File: config.mk
export PLATFORM = sky130hd
export DESIGN_NAME = linear_probe_hash_insert_core
export DESIGN_NICKNAME = d
export VERILOG_FILES = /design/src/design/lphi_pkg.sv /design/src/design/linear_probe_hash_insert_core.sv
export SDC_FILE = /design/constraint.sdc
export NUM_CORES = 1
export LEC_CHECK = 0
export ABC_AREA = 1
export BUFFER_PORTS_ARGS = -buffer_cell sky130_fd_sc_hd__buf_2
export CORE_ASPECT_RATIO = 1.25
export CORE_UTILIZATION = 47
export DETAILED_ROUTE_END_ITERATION = 8
export GPL_TIMING_DRIVEN = 0
export HOLD_SLACK_MARGIN = 0.15
export PLACE_DENSITY = 0.77
export SLEW_MARGIN = 40
export SYNTH_ARGS = -nofsm -noshare
export SYNTH_HDL_FRONTEND = slang
export SYNTH_SLANG_ARGS = --single-unit
File: constraint.sdc
create_clock -name clk -period 2.32 [get_ports clk]
set_input_delay 0.348 -clock clk [delete_from_list [all_inputs] [get_ports clk]]
set_output_delay 0.348 -clock clk [all_outputs]
set_load 0.005 [all_outputs]
File: src/design/lphi_pkg.sv
// types and constants shared by the linear probing hash insert block
`timescale 1ns / 1ps
`default_nettype none

package lphi_pkg;

    // key width and the largest table size the 5-bit register can name
    localparam int KEY_W          = 31;
    localparam int HANDLE_W       = 32;
    localparam int SIZE_W         = 5;
    localparam int MAX_TABLE_SIZE = 31;

    localparam logic [SIZE_W-1:0] TABLE_SIZE_RESET = 5'd16;

    // register index decoded from paddr[2]
    localparam logic REG_TABLE_SIZE = 1'b0;

    localparam logic STATUS_PLACED = 1'b0;
    localparam logic STATUS_FULL   = 1'b1;

    typedef struct packed {
        logic [KEY_W-1:0]    key;
        logic [HANDLE_W-1:0] record_handle;
    } in_word_t;

    typedef struct packed {
        logic [3:0] slot;
        logic       status;
    } result_word_t;

    typedef enum logic [2:0] {
        ST_CLEAR,
        ST_IDLE,
        ST_MOD,
        ST_RD,
        ST_CHK
    } state_t;

endpackage

`default_nettype wire

File: src/design/linear_probe_hash_insert_core.sv
// top level of the linear probing hash insert block
`timescale 1ns / 1ps
`default_nettype none

// Inserts one record handle per command word into a linear probing table.
// Command channel: drive cmd and raise start; the word is taken at a clock
// edge where start is high and busy is low. Result channel: done is high
// for exactly one cycle with the result word (slot, status); the receiver
// cannot stall it, so it must sample on that cycle.
// Configuration: an APB-style port, register table_size at byte address 0,
// written with the usual setup and access cycles; pready is always high.
// Per word: a one-bit-per-cycle remainder unit forms key modulo table
// size over the 31 key bits, then each probed slot takes an ST_RD step
// for the occupancy memory read and an ST_CHK step to check and write
// back. The number of probes runs from 1 to the table size; busy drops
// together with done so a new word can follow.
// Reset: table_size returns to 16 and the occupancy memory is cleared by a
// pass of one slot per cycle over min(TABLE_DEPTH, 31) slots, during which
// busy stays high; configuration writes are taken during that pass.
module linear_probe_hash_insert_core
    import lphi_pkg::*;
#(
    parameter int TABLE_DEPTH = 16
)
(
    input  wire logic         clk,
    input  wire logic         rst_n,
    input  wire logic         start,
    output logic              busy,
    input  wire in_word_t     cmd,
    output logic              done,
    output result_word_t      result,
    input  wire logic         psel,
    input  wire logic         penable,
    input  wire logic         pwrite,
    input  wire logic [2:0]   paddr,
    input  wire logic [31:0]  pwdata,
    output logic [31:0]       prdata,
    output logic              pready
);

    // slots at or above the largest table size are never reached
    localparam int SLOTS = (TABLE_DEPTH < MAX_TABLE_SIZE) ? TABLE_DEPTH : MAX_TABLE_SIZE;
    localparam int AW    = $clog2(SLOTS);
    localparam int CW    = $clog2(SLOTS + 1);
    localparam logic [SIZE_W:0] SLOTS_CMP = (SIZE_W + 1)'(SLOTS);
    localparam logic [CW-1:0]   SLOTS_C   = CW'(SLOTS);
    localparam logic [CW-1:0]   LAST_SLOT = CW'(SLOTS - 1);
    localparam logic [4:0]      KEY_LAST  = 5'(KEY_W - 1);

    state_t              state_reg, state_next;
    logic [SIZE_W-1:0]   table_size_reg;
    logic [KEY_W-1:0]    key_reg, key_next;
    logic [HANDLE_W-1:0] handle_reg, handle_next;
    logic [4:0]          bit_cnt_reg, bit_cnt_next;
    logic [CW-1:0]       rem_reg, rem_next;
    logic [CW-1:0]       n_reg, n_next;
    logic [CW-1:0]       home_reg, home_next;
    logic [CW-1:0]       probe_reg, probe_next;
    logic [CW-1:0]       clr_reg, clr_next;
    logic                done_reg, done_next;
    result_word_t        result_reg, result_next;

    logic [CW-1:0]       eff_size;
    logic [CW:0]         trial;
    logic [CW-1:0]       probe_inc;
    logic                cfg_wr;

    logic                occ_mem [SLOTS];
    logic [HANDLE_W-1:0] rec_mem [SLOTS];
    logic                occ_rd_reg;
    logic                occ_we;
    logic                occ_wdata;
    logic                rec_we;
    logic [AW-1:0]       mem_addr;

    // configuration port
    assign pready = 1'b1;
    assign cfg_wr = psel && penable && pwrite && pready;

    always_ff @(posedge clk or negedge rst_n)
    begin
        if (!rst_n)
        begin
            table_size_reg <= TABLE_SIZE_RESET;
        end
        else if (cfg_wr && (paddr[2] == REG_TABLE_SIZE))
        begin
            table_size_reg <= pwdata[SIZE_W-1:0];
        end
    end

    always_comb
    begin
        prdata = '0;
        if (paddr[2] == REG_TABLE_SIZE)
        begin
            prdata = {{(32 - SIZE_W){1'b0}}, table_size_reg};
        end
    end

    // size zero acts as one, sizes past the table are clamped
    always_comb
    begin
        priority if (table_size_reg == '0)
        begin
            eff_size = CW'(1);
        end
        else if ({1'b0, table_size_reg} > SLOTS_CMP)
        begin
            eff_size = SLOTS_C;
        end
        else
        begin
            eff_size = CW'(table_size_reg);
        end
    end

    // restoring remainder step, rem stays below n
    assign trial     = {rem_reg, key_reg[KEY_W-1]};
    assign probe_inc = probe_reg + CW'(1);

    always_comb
    begin
        state_next  = state_reg;
        key_next    = key_reg;
        handle_next = handle_reg;
        bit_cnt_next = bit_cnt_reg;
        rem_next    = rem_reg;
        n_next      = n_reg;
        home_next   = home_reg;
        probe_next  = probe_reg;
        clr_next    = clr_reg;
        done_next   = 1'b0;
        result_next = result_reg;
        occ_we      = 1'b0;
        occ_wdata   = 1'b0;
        rec_we      = 1'b0;
        mem_addr    = probe_reg[AW-1:0];
        busy        = 1'b1;

        unique case (state_reg)
            ST_CLEAR:
            begin
                occ_we   = 1'b1;
                mem_addr = clr_reg[AW-1:0];
                clr_next = clr_reg + CW'(1);
                if (clr_reg == LAST_SLOT)
                begin
                    state_next = ST_IDLE;
                end
            end
            ST_IDLE:
            begin
                busy = 1'b0;
                if (start)
                begin
                    key_next     = cmd.key;
                    handle_next  = cmd.record_handle;
                    bit_cnt_next = KEY_LAST;
                    rem_next     = '0;
                    n_next       = eff_size;
                    state_next   = ST_MOD;
                end
            end
            ST_MOD:
            begin
                if (trial >= {1'b0, n_reg})
                begin
                    rem_next = CW'(trial - {1'b0, n_reg});
                end
                else
                begin
                    rem_next = trial[CW-1:0];
                end
                key_next     = {key_reg[KEY_W-2:0], 1'b0};
                bit_cnt_next = bit_cnt_reg - 5'd1;
                if (bit_cnt_reg == '0)
                begin
                    home_next  = rem_next;
                    probe_next = rem_next;
                    state_next = ST_RD;
                end
            end
            ST_RD:
            begin
                state_next = ST_CHK;
            end
            ST_CHK:
            begin
                priority if (!occ_rd_reg)
                begin
                    occ_we      = 1'b1;
                    occ_wdata   = 1'b1;
                    rec_we      = 1'b1;
                    done_next   = 1'b1;
                    result_next = '{slot: 4'(probe_reg), status: STATUS_PLACED};
                    state_next  = ST_IDLE;
                end
                else if (probe_inc >= n_reg)
                begin
                    done_next   = 1'b1;
                    result_next = '{slot: 4'(home_reg), status: STATUS_FULL};
                    state_next  = ST_IDLE;
                end
                else
                begin
                    probe_next = probe_inc;
                    state_next = ST_RD;
                end
            end
            default:
            begin
                state_next = ST_IDLE;
            end
        endcase
    end

    always_ff @(posedge clk or negedge rst_n)
    begin
        if (!rst_n)
        begin
            state_reg   <= ST_CLEAR;
            clr_reg     <= '0;
            bit_cnt_reg <= '0;
            done_reg    <= 1'b0;
        end
        else
        begin
            state_reg   <= state_next;
            clr_reg     <= clr_next;
            bit_cnt_reg <= bit_cnt_next;
            done_reg    <= done_next;
        end
    end

    always_ff @(posedge clk)
    begin
        key_reg    <= key_next;
        handle_reg <= handle_next;
        rem_reg    <= rem_next;
        n_reg      <= n_next;
        home_reg   <= home_next;
        probe_reg  <= probe_next;
        result_reg <= result_next;
    end

    // occupancy and record memories, one write port each, registered read of occupancy
    always_ff @(posedge clk)
    begin
        if (occ_we)
        begin
            occ_mem[mem_addr] <= occ_wdata;
        end
        occ_rd_reg <= occ_mem[mem_addr];
    end

    always_ff @(posedge clk)
    begin
        if (rec_we)
        begin
            rec_mem[mem_addr] <= handle_reg;
        end
    end

    assign done   = done_reg;
    assign result = result_reg;

    a_done_after_check: assert property (@(posedge clk) disable iff (!rst_n)
        done_reg |-> $past(state_reg == ST_CHK))
        else $error("result word without a slot check");

    a_probe_in_range: assert property (@(posedge clk) disable iff (!rst_n)
        (state_reg == ST_CHK) |-> (probe_reg < n_reg) && (home_reg <= probe_reg))
        else $error("probe outside home..size range");

    a_mod_to_probe: assert property (@(posedge clk) disable iff (!rst_n)
        (state_reg == ST_MOD) && (bit_cnt_reg == '0) |=> (state_reg == ST_RD))
        else $error("remainder unit did not hand over to probe");

    a_write_only_free: assert property (@(posedge clk) disable iff (!rst_n)
        rec_we |-> !occ_rd_reg && (state_reg == ST_CHK))
        else $error("record written into an occupied slot");

    a_busy_while_active: assert property (@(posedge clk) disable iff (!rst_n)
        (state_reg != ST_IDLE) |-> busy)
        else $error("busy low while an item is in flight");

endmodule

`default_nettype wire

# Word level (Yosys, flattened, before mapping)
# Memories as Yosys holds them, arrays and structs flattened. A register that Yosys moved wholly into a read port is not among the register bits.
# Index checks and enable logic that the tools add are counted.
# totals
out_inout_bits,40
n_memories,1
register_bits,74
wordCells,79
ramBits,16
input_bits,104
# classes
n_bitwise,1
order_cmp,3
eq_ne,11
muxes,31
n_addsub,4
reduce_logical,15
# memory_table
memory,words,word_bits,read_ports,rd_clocked_by_memory_dff,write_ports,line_no,rtl
occ_mem,16,1,1,1,1,linear_probe_hash_insert_core.sv:69,logic occ_mem [SLOTS];
# ops
operator,count
31-bit one-hot mux with 2 select lines,1
5-bit 2-to-1 mux,10
31-bit 2-to-1 mux,1
5-bit one-hot mux with 2 select lines,3
3-bit one-hot mux with 5 select lines,1
"5-bit by 1-bit adder with 5-bit output, second input constant",2
5-bit logical NOT,2
"2-bit != test, second input constant",5
3-bit 2-to-1 mux,3
1-bit 2-to-1 mux,8
2-bit AND reduction,4
"3-bit by 2-bit equality test with 1-bit output, second input constant",2
6-bit by 5-bit greater-or-equal comparator with 1-bit output,1
"5-bit by 4-bit equality test with 1-bit output, second input constant",1
5-bit greater-or-equal comparator,1
"5-bit greater-than comparator, second input constant",1
"5-bit by 1-bit subtractor with 5-bit output, second input constant",1
5-bit subtractor,1
2-bit 2-to-1 mux,2
4-bit 2-to-1 mux,1
4-bit AND reduction,1
2-bit nonzero test,2
"3-bit by 1-bit equality test with 1-bit output, second input constant",1
"3-bit equality test, second input constant",1
7 further kinds,9

# Logic depth before layout (Yosys ltp)
# Gate-level depths: netlist (run 1).
# depth
word_depth,5
mapped_depth,13
depth_no_buf,12

# Worst setup path after synthesis (run 1)
# OpenSTA, ideal clock, no wires.
# synth_timing
kind,register -> register
start,register probe_reg[0]
end,"register probe_reg[0], enable pin"
n_path_buf,0
period_less_slack_ps,2314
setup_time_ps,351
t_required_ps,1969
path_stages_with_launch,13
t_arrival_ps,1963
setup_slack_ps,6
path_cell_list,edfxtp_1 ha_1 nand3_1 xor2_1 inv_1 ha_1 nand2_1 nor2_1 o21ai_0 nand3_1 nor2_1 nand2_1 a21oi_1
# synth_between
elab_chain_len,4
# synth_lines
item,line_no,rtl
from (decl),linear_probe_hash_insert_core.sv:59,"logic [CW-1:0] probe_reg, probe_next;"
from (signal assigned),linear_probe_hash_insert_core.sv:244,probe_reg <= probe_next;
5-bit by 1-bit adder with 5-bit output,linear_probe_hash_insert_core.sv:121,assign probe_inc = probe_reg + CW'(1);
5-bit greater-or-equal comparator,linear_probe_hash_insert_core.sv:200,else if (probe_inc >= n_reg)
2-bit != test (no line),--,
4-bit AND reduction (no line),--,
# Every way passes these cells.
# A chain may end at the register's enable or synchronous reset.

# Worst setup path after layout (run 1)
# layout_timing
start,register probe_reg[0]
end,"register probe_reg[4], enable pin"
# Same word-level chain as after synthesis.

==> impl_metrics.env, run 1 <==
export IMPL_peakVddDrop_v=0.000783
export IMPL_startpoint_type="register"
export IMPL_drive_gt1_share_pct=23.2
export IMPL_clk_latency_ns=0.34
export IMPL_nNetsFinal=745
export IMPL_end_kind="register"
export IMPL_yosys_warnings=0
export IMPL_finish_utilization_pct=58.8
export IMPL_grt_first_pass_wirelength_um=14600
export IMPL_syn_area_um2=4750
export IMPL_totalWireLength_um=8890
export IMPL_core_um2=9710
export IMPL_grt_start_max_net_pins=40
export IMPL_synth_area_leaders="edfxtp_1 (45%), nand2_1 (14%), dfrtp_1 (9.5%)"
export IMPL_via_count=3579
export IMPL_p_leak_nw=2.75
export IMPL_synthCells=524
export IMPL_gp_congestion=0.859
export IMPL_clkTransAtPathRegs_ns=0.07
export IMPL_antenna_cells=0
export IMPL_ys_ff_latch=91
export IMPL_slew_headroom_pct=66.3
export IMPL_dr_pass1_iters=5
export IMPL_fillers=877
export IMPL_grt_antenna_before_repair=0
export IMPL_dieArea_um2=10500
export IMPL_grt_use_total_pct=17.9
export IMPL_slew_violations=0
export IMPL_initial_utilization_pct=49.0
export IMPL_hold_path_class="input pin to register"
export IMPL_max_cap_viol_count=0
export IMPL_clockBufferDepth=2
export IMPL_power_density_nw_per_um2=1390
export IMPL_largest_register_ffs=31
export IMPL_drtIter0Drc=142
export IMPL_min_period_over_period_pct=100
export IMPL_drc_errors=0
export IMPL_worstPathMaxFanout=5
export IMPL_cts_sinks=91
export IMPL_drtAntennaViolNets=0
export IMPL_setup_tns_final_ns=-0.00470
export IMPL_ios=144
export IMPL_layout_commonest_cell="nand2_1"
export IMPL_die_w_um=92.0
export IMPL_placed_cell_area_um2=5280
export IMPL_cp_arrival_ns=2.35
export IMPL_cts_tree="done"
export IMPL_synth_distinct_cells=40
export IMPL_grt_pass1_vias=3391
export IMPL_setup_violations_final=4
export IMPL_fp_dieH_um=114
export IMPL_ys_seq_area_share_pct=55.3
export IMPL_wl_per_cell_um=11.8
export IMPL_failed_checks="negative setup slack"
export IMPL_worstMarginPinSlew_ns=0.506
export IMPL_cts_buffers=9
export IMPL_final_cell_mix="nand2_1 (181), edfxtp_1 (71), buf_2 (62), inv_1 (48), nor2_1 (42)"
export IMPL_fin_ws_ns=-0.00135
export IMPL_port_buffers=54
export IMPL_fmax_mhz=431
export IMPL_period_minus_slack_ns=2.32
export IMPL_hold_violations=0
export IMPL_status="complete, but fails checks"
export IMPL_final_cell_area_um2=5710
export IMPL_overflow=0
export IMPL_rsz0062_at_grt="true"
export IMPL_fin_worst_skew_ns=0.00483
export IMPL_final_seq_area_um2=2630
export IMPL_synth_top_cell_area_share_pct=44.8
export IMPL_placementRows=40
export IMPL_syn_avg_cell_area_um2=9.07
export IMPL_synth_largest_area_cell="edfxtp_1"
export IMPL_area_growth_pct=20.0
export IMPL_dp_final_hpwl_um=6330
export IMPL_multiInputGateArea_um2=1810
export IMPL_htreeDepth=3
export IMPL_required_ns=2.35
export IMPL_crit_type="register to register"
export IMPL_drt_vias_per_instance=4.75
export IMPL_cts_root_buf="clkbuf_16"
final timing paths:
path,slack [ns],start,depth (start not counted),end
worst max-delay path,-0.001,probe_reg[0]$_DFFE_PP_,12,probe_reg[4]$_DFFE_PP_
worst min-delay path,0.25,pwdata[4],3,table_size_reg[4]$_DFFE_PN1P_
worst max register to register,-0.001,probe_reg[0]$_DFFE_PP_,12,probe_reg[4]$_DFFE_PP_
worst min register to register,0.50,bit_cnt_reg[4]$_DFFE_PN0P_,2,bit_cnt_reg[4]$_DFFE_PN0P_
max in group asynchronous,1.46,rst_n,2,table_size_reg[4]$_DFFE_PN1P_
min in group asynchronous,0.51,rst_n,2,table_size_reg[0]$_DFFE_PN0P_
cell type report:
| cell class | count | area share [%] |
|---|---|---|
| inverters | 57 | 3.79 |
| clock inverters | 7 | 1.16 |
| clock buffers | 9 | 3.95 |
| repair buffers | 62 | 5.83 |
| flip-flops and latches | 91 | 46.1 |
| plain buffers | 40 | 4.78 |
| well taps | 126 | 2.76 |
| multi-input cells | 362 | 31.7 |
synth_stat cells:
library cell,n
nor4_1,1
a21oi_1,14
dfstp_2,1
xor2_1,4
nor2_1,44
or2_1,2
inv_1,50
ha_1,17
nand2_1,182
edfxtp_1,71
o21ai_0,13
nor3_1,4
o21bai_1,1
nand3b_1,2
a41oi_2,1
nand2_2,2
nand4_1,3
dfxtp_1,1
buf_1,2
o21ai_2,1
nand3_1,23
nand3_2,1
a22oi_1,1
buf_4,28
o21ai_4,1
o31ai_1,2
o21ai_1,3
dfrtp_1,18
or2_2,2
nor2_4,2
clkbuf_1,1
inv_2,7
nor2_2,2
fa_1,1
and2_1,2
buf_6,1
buf_2,8
xnor2_1,2
o22ai_1,1
conb_1,2
worst max-delay path, stage by stage (launching register included):
cell and delay [ns]:
edfxtp_1 0.41, ha_2 0.23, nand3_2 0.08, xor2_2 0.19, inv_2 0.06, ha_4 0.21
nand2_1 0.08, nor2_1 0.04, nor2_1 0.09, nand3_1 0.14, nor2_2 0.13, nand2_2 0.09
a21oi_4 0.25
metal layers:
metal	part of all wire (%)	vias to the layer above	GRT usage, %
met1	42	1634	20.6
met5	0	-	0
met2	51	101	31.2
met3	4.7	15	5.25
met4	2.0	0	7.50
li1	-	1829	-
report_power, final:
part	total (mW)	internal, mW	switching, mW
sequential	2.96	2.68	0.287
combinational	3.52	1.19	2.33
clock	1.45	0.833	0.617
total	7.93	4.70	3.23
logic make-up after synthesis:
family | synth area share (%)
other cells | 0.158
flops | 55.3
simple gates | 23.5
compound gates | 4.79
xor+xnor | 1.11
buf+inv | 10.2
fa+ha+maj | 4.89
timing repair:
item,CTS,global route
endpoints found under the setup margin,51,63
hold endpoints to repair,18,0
gates resized for setup,7,10
hold buffers,1,0
pin swaps,10,8
setup buffers,4,3
stage by stage:
| stage | std cells | total power, mW | setup WS (ns) | hold slack, ns |
|---|---|---|---|---|
| floorplan | 550 | 5.44 | 0.00579 | 0.0524 |
| global route | 754 | 8.57 | -0.0883 | 0.240 |
| CTS | 751 | 7.86 | -0.104 | 0.234 |
| finish | 754 | 7.93 | -0.00135 | 0.253 |
| global placement | 730 | 6.12 | -0.393 | 0.339 |
| detailed placement | 730 | 6.27 | -0.420 | 0.347 |
Power figures use the tool's default switching activity.
==> run 2, diff against run 1 <==
Settings changed: ABC_CLOCK_PERIOD_IN_PS from default to 2320, CORE_UTILIZATION 47 to 30, PLACE_DENSITY 0.77 to 0.53.
==> impl_metrics.env, run 2 (same netlist as run 1, synthesis figures left out) <==
export IMPL_dp_final_hpwl_um=7090
export IMPL_clkTransAtPathRegs_ns=0.06
export IMPL_fp_dieH_um=143
export IMPL_drive_gt1_share_pct=23.6
export IMPL_cts_root_buf="clkbuf_16"
export IMPL_layout_commonest_cell="nand2_1"
export IMPL_end_kind="register"
export IMPL_startpoint_type="register"
export IMPL_cts_sinks=91
export IMPL_placementRows=51
export IMPL_hold_violations=0
export IMPL_wl_per_cell_um=11.4
export IMPL_core_um2=15500
export IMPL_fmax_mhz=441
export IMPL_drt_vias_per_instance=4.22
export IMPL_antenna_cells=0
export IMPL_max_cap_viol_count=0
export IMPL_crit_type="register to register"
export IMPL_slew_violations=0
export IMPL_grt_start_max_net_pins=21
export IMPL_slowest_stage="edfxtp_1"
export IMPL_ios=144
export IMPL_cts_tree="done"
export IMPL_final_cell_area_um2=5890
export IMPL_finish_utilization_pct=38.0
export IMPL_htreeDepth=3
export IMPL_rsz0062_at_grt="true"
export IMPL_critPathMaxStageDelay_ns=0.45
export IMPL_grt_pass1_vias=3474
export IMPL_cp_arrival_ns=2.30
export IMPL_fin_worst_skew_ns=0.00627
export IMPL_drtIter0Drc=118
export IMPL_clockBufferDepth=2
export IMPL_grt_use_total_pct=12.4
export IMPL_status="finished, final reports clean"
export IMPL_worstPathMaxFanout=5
export IMPL_hold_path_class="input pin to register"
export IMPL_r2r_cells=12
export IMPL_via_count=3557
export IMPL_required_ns=2.35
export IMPL_area_growth_pct=24.0
export IMPL_drc_errors=0
export IMPL_die_w_um=115
export IMPL_min_path_cells=3
export IMPL_grt_antenna_before_repair=0
export IMPL_grt_first_pass_wirelength_um=15700
export IMPL_dr_pass1_iters=7
export IMPL_placed_cell_area_um2=5420
export IMPL_power_density_nw_per_um2=1370
export IMPL_dieArea_um2=16400
export IMPL_clk_latency_ns=0.34
export IMPL_min_period_over_period_pct=97.8
export IMPL_gp_congestion=0.829
export IMPL_largest_register_ffs=31
export IMPL_final_cell_mix="nand2_1 (181), edfxtp_1 (71), buf_2 (62), inv_1 (48), nor2_1 (42)"
export IMPL_setup_violations_final=0
export IMPL_fin_total_pwr_mw=8.09
export IMPL_initial_utilization_pct=30.7
export IMPL_overflow=0
export IMPL_p_leak_nw=2.77
export IMPL_cts_buffers=9
export IMPL_port_buffers=54
export IMPL_peakVddDrop_v=0.000612
export IMPL_nNetsFinal=748
export IMPL_totalWireLength_um=9590
export IMPL_drtAntennaViolNets=0
export IMPL_worstPathCellList="ha_4, nand3_4, xor2_2, inv_2, ha_4, nand2_4, nor2_2, nor2_1, nand3_1, nor2_1, nand2_1, a21oi_4"
export IMPL_period_minus_slack_ns=2.27
-- run 2: changes by cell type in the layout (fill, tap and decap cells not counted), sizes merged --
cell      before  now
buf          100  103
clkbuf        10   13
clkinv         4    2
bufinv         1    0
clkinvlp       0    1
inv           59   58
-- run 2: per-layer routing --
| metal | track usage (%) | vias up | wire length, µm |
|---|---|---|---|
| met5 | 0 | - | 0 |
| met1 | 14.2 | 1621 | 4040 |
| li1 | - | 1830 | - |
| met3 | 2.76 | 21 | 407 |
| met4 | 5.67 | 0 | 240 |
| met2 | 21.9 | 85 | 4900 |
-- run 2: report_power, final --
group / switching (mW) / total, mW / internal [mW]
Sequential: 0.297 / 2.97 / 2.67
Combinational: 2.42 / 3.77 / 1.36
Clock: 0.594 / 1.35 / 0.754
-- run 2: through the flow --
stage	setup slack, ns	hold WS [ns]	setup TNS [ns]	cells
2_1_floorplan	0.00579	0.0524	0	550
3_3_place_gp	-0.449	0.330	-19.31	816
3_5_place_dp	-0.380	0.339	-2.27	817
4_1_cts	-0.0233	0.224	-0.101	837
5_1_grt	-0.0680	0.252	-0.342	843
6_report	0.0513	0.240	0	843
-- run 2: repair_timing --
action | 4_1_cts | 5_1_grt
hold buffers | 1 | 0
setup endpoints to repair | 18 | 48
pin swaps | 6 | 8
endpoints found under the hold margin | 18 | 0
setup buffers | 3 | 6
gates resized for setup | 8 | 16
-- run 2: worst max-delay path: cells and delay by family, from the launching register on --
family / cells / cell delay [ns]
buf+inv: 1 / 0.06
compound gates: 1 / 0.23
fa+ha+maj: 2 / 0.44
flops: 1 / 0.45
xor+xnor: 1 / 0.18
simple gates: 7 / 0.59
-- run 2: cell type report --
type / instances / area [µm²]
Timing Repair Buffer: 65 / 383
Buffer: 40 / 273
Sequential cell: 91 / 2630
Multi-Input combinational cell: 362 / 1860
Clock buffer: 12 / 246
Inverter: 57 / 214
Fill cell: 1588 / 9610
Clock inverter: 4 / 25.0
Tap cell: 212 / 265
-- run 2: path summary, 6_finish.rpt --
kind / start / endpoint / slack [ns]
setup / recovery: probe_reg[1]$_DFFE_PP_ / probe_reg[3]$_DFFE_PP_ / 0.05
min in group asynchronous: rst_n / table_size_reg[2]$_DFFE_PN0P_ / 0.50
setup reg to reg: probe_reg[1]$_DFFE_PP_ / probe_reg[3]$_DFFE_PP_ / 0.05
hold / removal: pwdata[4] / table_size_reg[4]$_DFFE_PN1P_ / 0.24
hold reg to reg: clr_reg[4]$_DFFE_PN0P_ / clr_reg[4]$_DFFE_PN0P_ / 0.50
max in group asynchronous: rst_n / table_size_reg[4]$_DFFE_PN1P_ / 1.47
==> run 3, diff against run 2 <==
Settings changed: CORE_MARGIN from default to 4.
==> impl_metrics.env, run 3 (same netlist as run 1, synthesis figures left out) <==
export IMPL_status="finished, final reports clean"
export IMPL_cts_buffers=9
export IMPL_hold_violations=0
export IMPL_area_growth_pct=24.1
export IMPL_period_minus_slack_ns=2.26
export IMPL_final_seq_area_um2=2630
export IMPL_totalWireLength_um=9660
export IMPL_whs_ns=0.241
export IMPL_htreeDepth=3
export IMPL_placementRows=51
export IMPL_drtIter0Drc=169
export IMPL_dieArea_um2=17900
export IMPL_clk_latency_ns=0.35
export IMPL_grt_use_total_pct=11.4
export IMPL_finish_utilization_pct=37.9
export IMPL_cp_arrival_ns=2.28
export IMPL_critPathTopFamily="simple AND/OR/NAND/NOR gates"
export IMPL_multiInputGateArea_um2=1840
export IMPL_port_buffers=54
export IMPL_nNetsFinal=747
export IMPL_hold_path_class="input pin to register"
export IMPL_p_leak_nw=2.78
export IMPL_end_kind="register"
export IMPL_initial_utilization_pct=30.5
export IMPL_fp_dieH_um=149
export IMPL_slew_violations=0
export IMPL_dp_final_hpwl_um=7320
export IMPL_cts_root_buf="clkbuf_16"
export IMPL_peakVddDrop_v=0.000567
export IMPL_setup_violations_final=0
export IMPL_drt_vias_per_instance=4.16
export IMPL_core_um2=15600
export IMPL_largest_register_ffs=31
export IMPL_crit_type="register to register"
export IMPL_final_cell_mix="nand2_1 (180), edfxtp_1 (71), buf_2 (62), inv_1 (48), nor2_1 (42)"
export IMPL_die_w_um=121
export IMPL_placed_cell_area_um2=5410
export IMPL_slowest_stage="edfxtp_1"
export IMPL_cts_sinks=91
export IMPL_min_period_over_period_pct=97.2
export IMPL_startpoint_type="register"
export IMPL_power_density_nw_per_um2=1380
export IMPL_worstPathCellList="ha_4, nand3_4, xor2_2, inv_2, ha_4, nand2_2, nor2_1, o21ai_1, nand3_1, nor2_2, nand2_2, a21oi_4"
export IMPL_fin_worst_skew_ns=0.00752
export IMPL_clockBufferDepth=2
export IMPL_grt_antenna_before_repair=0
export IMPL_overflow=0
export IMPL_max_cap_viol_count=0
export IMPL_required_ns=2.35
export IMPL_grt_pass1_vias=3493
export IMPL_drive_gt1_share_pct=23.5
export IMPL_drc_errors=0
export IMPL_dr_pass1_iters=4
export IMPL_grt_start_max_net_pins=27
export IMPL_fmax_mhz=443
export IMPL_antenna_cells=0
export IMPL_ios=144
export IMPL_via_count=3502
export IMPL_gp_congestion=0.800
export IMPL_drtAntennaViolNets=0
export IMPL_setup_tns_final_ns=0
export IMPL_final_cell_area_um2=5900
export IMPL_fillers=1615
export IMPL_worstPathMaxFanout=5
export IMPL_crit_buf_inv=1
export IMPL_clkTransAtPathRegs_ns=0.06
export IMPL_grt_first_pass_wirelength_um=16400
export IMPL_critPathMaxStageDelay_ns=0.43
export IMPL_wl_per_cell_um=11.5
export IMPL_layout_commonest_cell="nand2_1"
export IMPL_rsz0062_at_grt="true"
export IMPL_cts_tree="done"
[run 3: cell types whose count changed in the layout (fill, tap and decap cells not counted), sizes merged]
cell      previous run  this run
bufinv               0         2
buf                103       102
clkinv               2         1
clkinvlp             1         0
[run 3: what timing repair did]
action,CTS,global route
endpoints found under the setup margin,19,39
buffers inserted,4,5
resized for setup,11,9
pin swaps,7,7
hold endpoints to repair,18,0
hold buffers,1,0
[run 3: metal layers]
layer,vias up,GRT usage [%],wire (µm)
met4,0,4.08,136
met5,-,0,0
met2,65,19.3,4900
met3,11,3.34,467
met1,1597,13.6,4160
li1,1829,-,-
[run 3: tightest hold or removal path: cells and delay by family]
| kind | cells | cell delay (ns) |
|---|---|---|
| buf+inv | 1 | 0.09 |
| simple gates | 1 | 0.09 |
| compound gates | 1 | 0.04 |
[run 3: stage by stage]
stage	worst slack, ns	power [mW]	cells
4_1_cts	-0.0214	8.11	837
2_1_floorplan	0.00579	5.44	550
5_1_grt	-0.0330	8.87	842
3_3_place_gp	-0.455	6.25	816
6_report	0.0642	8.13	842
3_5_place_dp	-0.407	6.38	817
[run 3: worst paths after layout]
| path | startpoint | end | slack [ns] | cells after the start |
|---|---|---|---|---|
| setup / recovery | probe_reg[0]$_DFFE_PP_ | probe_reg[4]$_DFFE_PP_ | 0.06 | 12 |
| hold reg to reg | clr_reg[4]$_DFFE_PN0P_ | clr_reg[4]$_DFFE_PN0P_ | 0.49 | 2 |
| setup reg to reg | probe_reg[0]$_DFFE_PP_ | probe_reg[4]$_DFFE_PP_ | 0.06 | 12 |
| max in group asynchronous | rst_n | table_size_reg[4]$_DFFE_PN1P_ | 1.47 | 2 |
| min in group asynchronous | rst_n | clr_reg[2]$_DFFE_PN0P_ | 0.49 | 2 |
| hold / removal | pwdata[4] | table_size_reg[4]$_DFFE_PN1P_ | 0.24 | 3 |
[run 3: where the power goes]
part,total (mW),leakage (nW),switching [mW],internal [mW]
Combinational,3.58,1.73,2.34,1.24
Clock,1.57,0.155,0.597,0.974
Sequential,2.97,0.892,0.302,2.67
[run 3: layout make-up]
class	instances	area share, %
Inverter	57	3.63
Timing Repair Buffer	64	6.11
Clock buffer	12	4.18
Buffer	40	4.62
Clock inverter	4	1.23
Sequential cell	91	44.6
Tap cell	212	4.50
Multi-Input combinational cell	362	31.2
